**src/design/sst_pkg.sv**
```systemverilog
// ---------------------------------------------------------------------------
// sst_pkg: shared types and constants for the seven-segment time scanner
// Fonts, digit select codes, reciprocal constants and the pipeline word
// that passes from the quotient stage to the segment stage.
// ---------------------------------------------------------------------------
`default_nettype none

package sst_pkg;

  localparam int SECS_W  = 16;
  localparam int PHASE_W = 10;
  localparam int HI_W    = 13;

  // configuration register indexes
  localparam logic CFG_DISPLAY_MODE = 1'b0;
  localparam logic CFG_CATHODE_POL  = 1'b1;

  // reciprocals: floor(s / d) == (s * M) >> K for every 16-bit s
  localparam logic [32:0] DIV10_M   = 33'd52429;   // K = 19
  localparam logic [32:0] DIV60_M   = 33'd34953;   // K = 21
  localparam logic [32:0] DIV100_M  = 33'd83887;   // K = 23
  localparam logic [32:0] DIV600_M  = 33'd111849;  // K = 26
  localparam logic [32:0] DIV3600_M = 33'd74566;   // K = 28

  localparam logic [PHASE_W-1:0] DOT_LIMIT  = 10'd500;
  localparam logic [PHASE_W-1:0] PHASE_WRAP = 10'd1000;

  localparam logic [7:0] SEG_BLANK = 8'hff;
  localparam logic [7:0] DOT_MASK  = 8'h7f;

  localparam logic [9:0][7:0] DIGIT_FONT = {
    8'h98, 8'h80, 8'hd8, 8'h82, 8'h92, 8'h99, 8'hb0, 8'ha4, 8'hf9, 8'hc0
  };

  localparam logic [7:0][7:0] SPIN_FONT = {
    8'hfe, 8'hdf, 8'hef, 8'hf7, 8'hf7, 8'hfb, 8'hfd, 8'hfe
  };

  localparam logic [3:0][7:0] SELECT_CODE = {8'h10, 8'h20, 8'h40, 8'h80};

  // one scan word after the quotient stage
  typedef struct packed {
    logic [SECS_W-1:0] lo;     // value whose low digit is wanted
    logic [HI_W-1:0]   hi;     // lo divided by the digit base
    logic              base6;  // digit base is 6, else 10
    logic [1:0]        pos;
    logic [2:0]        spin;
    logic              dot;
  } mid_t;

  function automatic logic [7:0] digit_font(input logic [3:0] d);
    logic [7:0] f;
    f = SEG_BLANK;
    if (d < 4'd10) begin
      f = DIGIT_FONT[d];
    end
    return f;
  endfunction

endpackage

`default_nettype wire

```
**src/design/seven_segment_time_scanner_top.sv**
```systemverilog
// Throughput: one word per cycle unless out_tready back-pressures; three
//   register stages (input, quotient, output) hand words on whenever the
//   stage ahead is empty or draining.
// Reset (rst_n low, synchronous): empties all stages, clears the scan
//   position and both configuration registers.
// ---------------------------------------------------------------------------
// seven_segment_time_scanner_top: four-digit multiplexed display scanner
// Takes one scan tick per word and emits the digit select and segment
// pattern for the next scan position.
// ---------------------------------------------------------------------------
`default_nettype none

module seven_segment_time_scanner_top (
  input  wire logic        clk,
  input  wire logic        rst_n,
  input  wire logic        in_tvalid,
  output logic             in_tready,
  input  wire logic [31:0] in_tdata,   // [15:0] seconds_left, [25:16] ms_phase, rest zero
  output logic             out_tvalid,
  input  wire logic        out_tready,
  output logic [15:0]      out_tdata,  // [7:0] digit_enable, [15:8] segments
  input  wire logic        cfg_we,
  input  wire logic        cfg_index,
  input  wire logic        cfg_data
);
  import sst_pkg::*;

  logic                display_mode_r;
  logic                cathode_pol_r;
  logic [1:0]          scan_pos_r;

  logic                s1_valid_r;
  logic [SECS_W-1:0]   s1_secs_r;
  logic [PHASE_W-1:0]  s1_phase_r;
  logic [1:0]          s1_pos_r;

  logic                s2_valid_r;
  mid_t                mid_nxt;
  mid_t                mid_r;

  logic [7:0]          en_nxt, seg_nxt;
  logic [7:0]          en_r, seg_r;

  logic                adv3, adv2, in_acc;

  assign adv3      = !out_tvalid || out_tready;
  assign adv2      = !s2_valid_r || adv3;
  assign in_tready = !s1_valid_r || adv2;
  assign in_acc    = in_tvalid && in_tready;

  always_ff @(posedge clk) begin
    if (!rst_n) begin
      display_mode_r <= 1'b0;
      cathode_pol_r  <= 1'b0;
      scan_pos_r     <= 2'd0;
      s1_valid_r     <= 1'b0;
      s2_valid_r     <= 1'b0;
      out_tvalid     <= 1'b0;
    end else begin
      if (cfg_we) begin
        unique case (cfg_index)
          CFG_DISPLAY_MODE: display_mode_r <= cfg_data;
          CFG_CATHODE_POL:  cathode_pol_r  <= cfg_data;
          default: ;
        endcase
      end
      if (in_acc) begin
        scan_pos_r <= scan_pos_r + 2'd1;
      end
      if (in_tready) begin
        s1_valid_r <= in_tvalid;
      end
      if (adv2) begin
        s2_valid_r <= s1_valid_r;
      end
      if (adv3) begin
        out_tvalid <= s2_valid_r;
      end
    end
  end

  // payload: hold while the stage ahead stalls
  always_ff @(posedge clk) begin
    if (in_acc) begin
      s1_secs_r  <= in_tdata[15:0];
      s1_phase_r <= in_tdata[25:16];
      s1_pos_r   <= scan_pos_r;
    end
    if (adv2 && s1_valid_r) begin
      mid_r <= mid_nxt;
    end
    if (adv3 && s2_valid_r) begin
      en_r  <= en_nxt;
      seg_r <= seg_nxt;
    end
  end

  sst_quot u_quot (
    .secs         (s1_secs_r),
    .phase        (s1_phase_r),
    .pos          (s1_pos_r),
    .display_mode (display_mode_r),
    .mid          (mid_nxt)
  );

  sst_seg u_seg (
    .mid              (mid_r),
    .display_mode     (display_mode_r),
    .cathode_polarity (cathode_pol_r),
    .digit_enable     (en_nxt),
    .segments         (seg_nxt)
  );

  assign out_tdata = {seg_r, en_r};

endmodule

`default_nettype wire

```
**src/design/sst_quot.sv**
```systemverilog
// ---------------------------------------------------------------------------
// sst_quot: quotient stage
// Divides the seconds count by constants through reciprocal multiplies and
// picks the value pair that the current scan position needs.
// ---------------------------------------------------------------------------
`default_nettype none

module sst_quot (
  input  wire logic [sst_pkg::SECS_W-1:0]  secs,
  input  wire logic [sst_pkg::PHASE_W-1:0] phase,
  input  wire logic [1:0]                  pos,
  input  wire logic                        display_mode,
  output sst_pkg::mid_t                    mid
);
  import sst_pkg::*;

  logic [32:0] p10, p60, p100, p600, p3600;
  logic [12:0] q10;
  logic [10:0] q60;
  logic [9:0]  q100;
  logic [6:0]  q600;
  logic [4:0]  q3600;

  always_comb begin
    p10   = 33'(secs) * DIV10_M;
    p60   = 33'(secs) * DIV60_M;
    p100  = 33'(secs) * DIV100_M;
    p600  = 33'(secs) * DIV600_M;
    p3600 = 33'(secs) * DIV3600_M;
    q10   = p10[31:19];
    q60   = p60[31:21];
    q100  = p100[32:23];
    q600  = p600[32:26];
    q3600 = p3600[32:28];
  end

  always_comb begin
    mid.pos  = pos;
    mid.spin = secs[2:0];
    // phase values past the wrap count as small, so they light the dot
    mid.dot  = (phase < DOT_LIMIT) || (phase >= PHASE_WRAP);
    unique case (pos)
      2'd0: begin
        mid.lo    = secs;
        mid.hi    = q10;
        mid.base6 = 1'b0;
      end
      2'd1: begin
        mid.lo    = SECS_W'(q10);
        mid.hi    = display_mode ? HI_W'(q100) : HI_W'(q60);
        mid.base6 = !display_mode;
      end
      2'd2: begin
        mid.lo    = SECS_W'(q60);
        mid.hi    = HI_W'(q600);
        mid.base6 = 1'b0;
      end
      default: begin
        mid.lo    = SECS_W'(q600);
        mid.hi    = HI_W'(q3600);
        mid.base6 = 1'b1;
      end
    endcase
  end

endmodule

`default_nettype wire

```
**src/design/sst_seg.sv**
```systemverilog
// ---------------------------------------------------------------------------
// sst_seg: segment stage
// Forms the digit as a remainder, looks up its pattern or the spin pattern,
// adds the dot and applies the output polarity.
// ---------------------------------------------------------------------------
`default_nettype none

module sst_seg (
  input  wire sst_pkg::mid_t mid,
  input  wire logic          display_mode,
  input  wire logic          cathode_polarity,
  output logic [7:0]         digit_enable,
  output logic [7:0]         segments
);
  import sst_pkg::*;

  logic [16:0] prod;
  logic [16:0] diff;
  logic [3:0]  digit;
  logic [7:0]  spin_seg;
  logic [7:0]  seg;

  always_comb begin
    prod = mid.base6 ? ((17'(mid.hi) << 2) + (17'(mid.hi) << 1))
                     : ((17'(mid.hi) << 3) + (17'(mid.hi) << 1));
    diff  = 17'(mid.lo) - prod;
    digit = diff[3:0];
    spin_seg = SPIN_FONT[mid.spin];
  end

  always_comb begin
    unique case (mid.pos)
      2'd0, 2'd1: seg = digit_font(digit);
      2'd2: begin
        if (display_mode) begin
          seg = mid.spin[2] ? SEG_BLANK : spin_seg;
        end else begin
          seg = digit_font(digit);
        end
        if (mid.dot) begin
          seg = seg & DOT_MASK;
        end
      end
      default: begin
        if (display_mode) begin
          seg = mid.spin[2] ? spin_seg : SEG_BLANK;
        end else begin
          seg = digit_font(digit);
        end
      end
    endcase
    digit_enable = cathode_polarity ? ~SELECT_CODE[mid.pos] : SELECT_CODE[mid.pos];
    segments     = cathode_polarity ? ~seg : seg;
  end

endmodule

`default_nettype wire

```
**config.mk**
```make
export PLATFORM = sky130hd
export DESIGN_NAME = seven_segment_time_scanner_top
export DESIGN_NICKNAME = d
export VERILOG_FILES = /design/src/design/sst_pkg.sv /design/src/design/seven_segment_time_scanner_top.sv /design/src/design/sst_quot.sv /design/src/design/sst_seg.sv
export SDC_FILE = /design/constraint.sdc
export NUM_CORES = 1
export LEC_CHECK = 0
export BUFFER_PORTS_ARGS = -buffer_cell sky130_fd_sc_hd__buf_4
export CAP_MARGIN = 10
export CORE_MARGIN = 2
export CORE_UTILIZATION = 50
export CTS_BUF_LIST = sky130_fd_sc_hd__clkbuf_8 sky130_fd_sc_hd__clkbuf_16
export DETAILED_ROUTE_END_ITERATION = 16
export PLACE_DENSITY = 0.75
export SETUP_SLACK_MARGIN = 0.4
export SYNTH_ARGS = -nofsm -noshare
export SYNTH_HDL_FRONTEND = slang
export SYNTH_SLANG_ARGS = --single-unit
```
**constraint.sdc**
```tcl
create_clock -name clk -period 8.35 [get_ports clk]
set_input_delay 0 -clock clk [delete_from_list [all_inputs] [get_ports clk]]
set_output_delay 0 -clock clk [all_outputs]
set_load 0.05 [all_outputs]
```
==> flow_summary.ini <==
[routing]
ant_nets = 0
dr.pass1.iters = 5
drt_wl_total_um = 48600
wire_per_inst_um = 20.45
drc = 0
viasPerCell = 5.521
via_count = 13123
drt_iter0_drc = 861

[synthesis]
yosysUniqueCellTypes = 60
synthArstFlopShare = 0
synth_nets = 2612
yosys_warnings = 0
syn_area_per_cell_um2 = 10.37
synth_cells = 1803
yosys_most_used_dff = edfxtp_1
netlist_area_um2 = 18700
synth-edff-count = 53
ys_seq_elements = 66
seq_area_frac_synth = 0.09902

[sta]
post-route-period-util = 0.8208
rsz0062_at_grt = no
hold_violations = 0
max_freq_ghz = 0.1459
setup_viol = 0
skew_ns = 0.01055
slew_viol_final = 0
tns_ns = 0
tightest_slew_ns = 1.025
hold_slack_ns = 0.08875
slew_headroom = 0.3150
fin_ws_ns = 1.496
min_period_ns = 6.854

[clocking]
cts_max_level = 3
postCtsSetupBuffers = 0
ctsRootBufferMaster = clkbuf_16
cts_tree = yes
clkLatencyLatePin_ns = 0.34
clk_pin_slew_worst_paths_ns = 0.06
cts.sinks = 66
clk_path_buf_depth = 2
cts_buffers = 9

[floorplan]
design.die.area_um2 = 38960
die_height_um = 197.4
num_io_pins = 57
initial_utilization = 0.5096
core_um2 = 36700
rows = 70
die_x_um = 197.4

[final_layout]
final_area_um2 = 20380
antenna_cells = 0
layout-drive-gt1-share = 0.05343
final_nets = 2713
final_common_cell = inv_1
nFillCells = 3058
final_cell_mix = inv_1 (521), ha_1 (447), fa_1 (323)
area_growth_syn_to_layout_pct = 8.979

[grt]
grt_pass1_vias = 14532
antenna_found_initial = 1
grt_pass1_wl_um = 78230
grt_max_degree = 30
grt_overflow = 0
grt_util_all_layers = 0.2658

[placement]
io_buffers = 48
placed_cell_area_um2 = 19790
dp_slack_ns = 1.598
gp_congestion = 0.9834
hpwlAfterDp_um = 41390

[setup_path]
crit_fanout = 9
worstSetupPathType = flop to flop
start_kind = flop
required_ns = 8.41
critPathCaptureType = flop
crit_arrival_ns = 6.91

[run]
drv_cap = 0

[outcome]
status = finished, final reports clean

[hold_path]
worst_hold_path_type = primary input to flop
Yosys cell counts, drive strengths merged (4+ instances only):
library cell,number,share of area
or3,6,0.0023
ha,447,0.30
nand2,53,0.011
o2111ai,4,0.0019
o221ai,4,0.0019
o211ai,6,0.0024
edfxtp,53,0.085
fa,323,0.35
o31ai,5,0.0020
a21oi,54,0.015
and3,12,0.0040
buf,4,0.0014
o22ai,8,0.0027
nand4,16,0.0054
nor3,12,0.0032
nor2,24,0.0048
nor2b,8,0.0027
xor2,15,0.0070
a211oi,16,0.0072
o21a,6,0.0024
clkbuf,8,0.0016
dfxtp,13,0.014
nand3b,4,0.0016
a21o,17,0.0068
nand2b,6,0.0020
nand3,25,0.0067
a21boi,4,0.0016
a31oi,5,0.0017
and2,4,0.0013
inv,521,0.10
xnor2,51,0.024
o21ai,30,0.0080
worst max-delay path, cell delays in order (launching register included):
cell and delay, ns:
edfxtp_1 0.68, buf_4 0.33, ha_1 0.59, inv_1 0.11, fa_1 0.40, fa_1 0.49
fa_1 0.57, inv_1 0.07, fa_1 0.54, inv_1 0.07, fa_1 0.54, inv_1 0.05
ha_1 0.33, a21oi_1 0.14, and4b_1 0.21, nor3_1 0.19, o31ai_1 0.12, a211oi_1 0.55
o22ai_1 0.18, a22oi_1 0.25, nand3_1 0.14
cell type report:
| type | instances | area (um^2) | share of cell area |
|---|---|---|---|
| clock buffer | 9 | 225.2 | 0.01105 |
| sequential | 66 | 1852 | 0.09086 |
| multi-input combinational | 1204 | 14850 | 0.7288 |
| tap | 468 | 585.6 | 0.02873 |
| clock inverter | 7 | 68.82 | 0.003377 |
| timing repair buffer | 102 | 840.8 | 0.04126 |
| inverter | 521 | 1956 | 0.09596 |
final timing paths:
kind                 start           to  slack (ns)  depth (start not counted)
min             out_tready   out_tvalid        0.09                          3
max reg2reg  s1_secs_r[13]     mid_r[8]        1.50                         20
max          s1_secs_r[13]     mid_r[8]        1.50                         20
min reg2reg  scan_pos_r[1]  s1_pos_r[1]        0.46                          0
registers in the layout (all words and copies together) (netlist names), 2 cells and up:
name,cells
s1_pos_r,2
s1_phase_r,8
u_seg.spin_seg,6
s1_secs_r,16
seg_r,8
en_r,5
scan_pos_r,2
mid_r,14
metal layers:
layer / vias to the layer above / GRT usage / wire [um]
met5: - / 0 / 0
li1: 5992 / - / -
met2: 506 / 0.4427 / 22840
met4: 0 / 0.1261 / 2635
met3: 149 / 0.04456 / 3678
met1: 6476 / 0.3381 / 19450
per-stage QoR:
step,std cells,utilization
after floorplan,1803,-
after global placement,2331,0.5391
after detailed placement,2331,0.5391
after CTS,2377,0.5553
after global routing,2377,0.5553
final,2377,0.5553
timing repair:
action                                  CTS  global route
hold buffers                             30             0
resized for setup                         0             0
hold endpoints to repair                 31             0
endpoints found under the setup margin    0             0
logic make-up after synthesis:
family                   synth area share
adder cells (fa/ha/maj)            0.6449
buffers and inverters              0.1076
AND/OR/NAND/NOR                   0.04951
AO/OA/AOI/OAI                     0.06350
XOR/XNOR                          0.03091
flip-flops                        0.09902
multiplexers                     0.004616
Power is not shown: default switching activity piles up to over one toggle a cycle in this logic, so the estimate is an artifact.
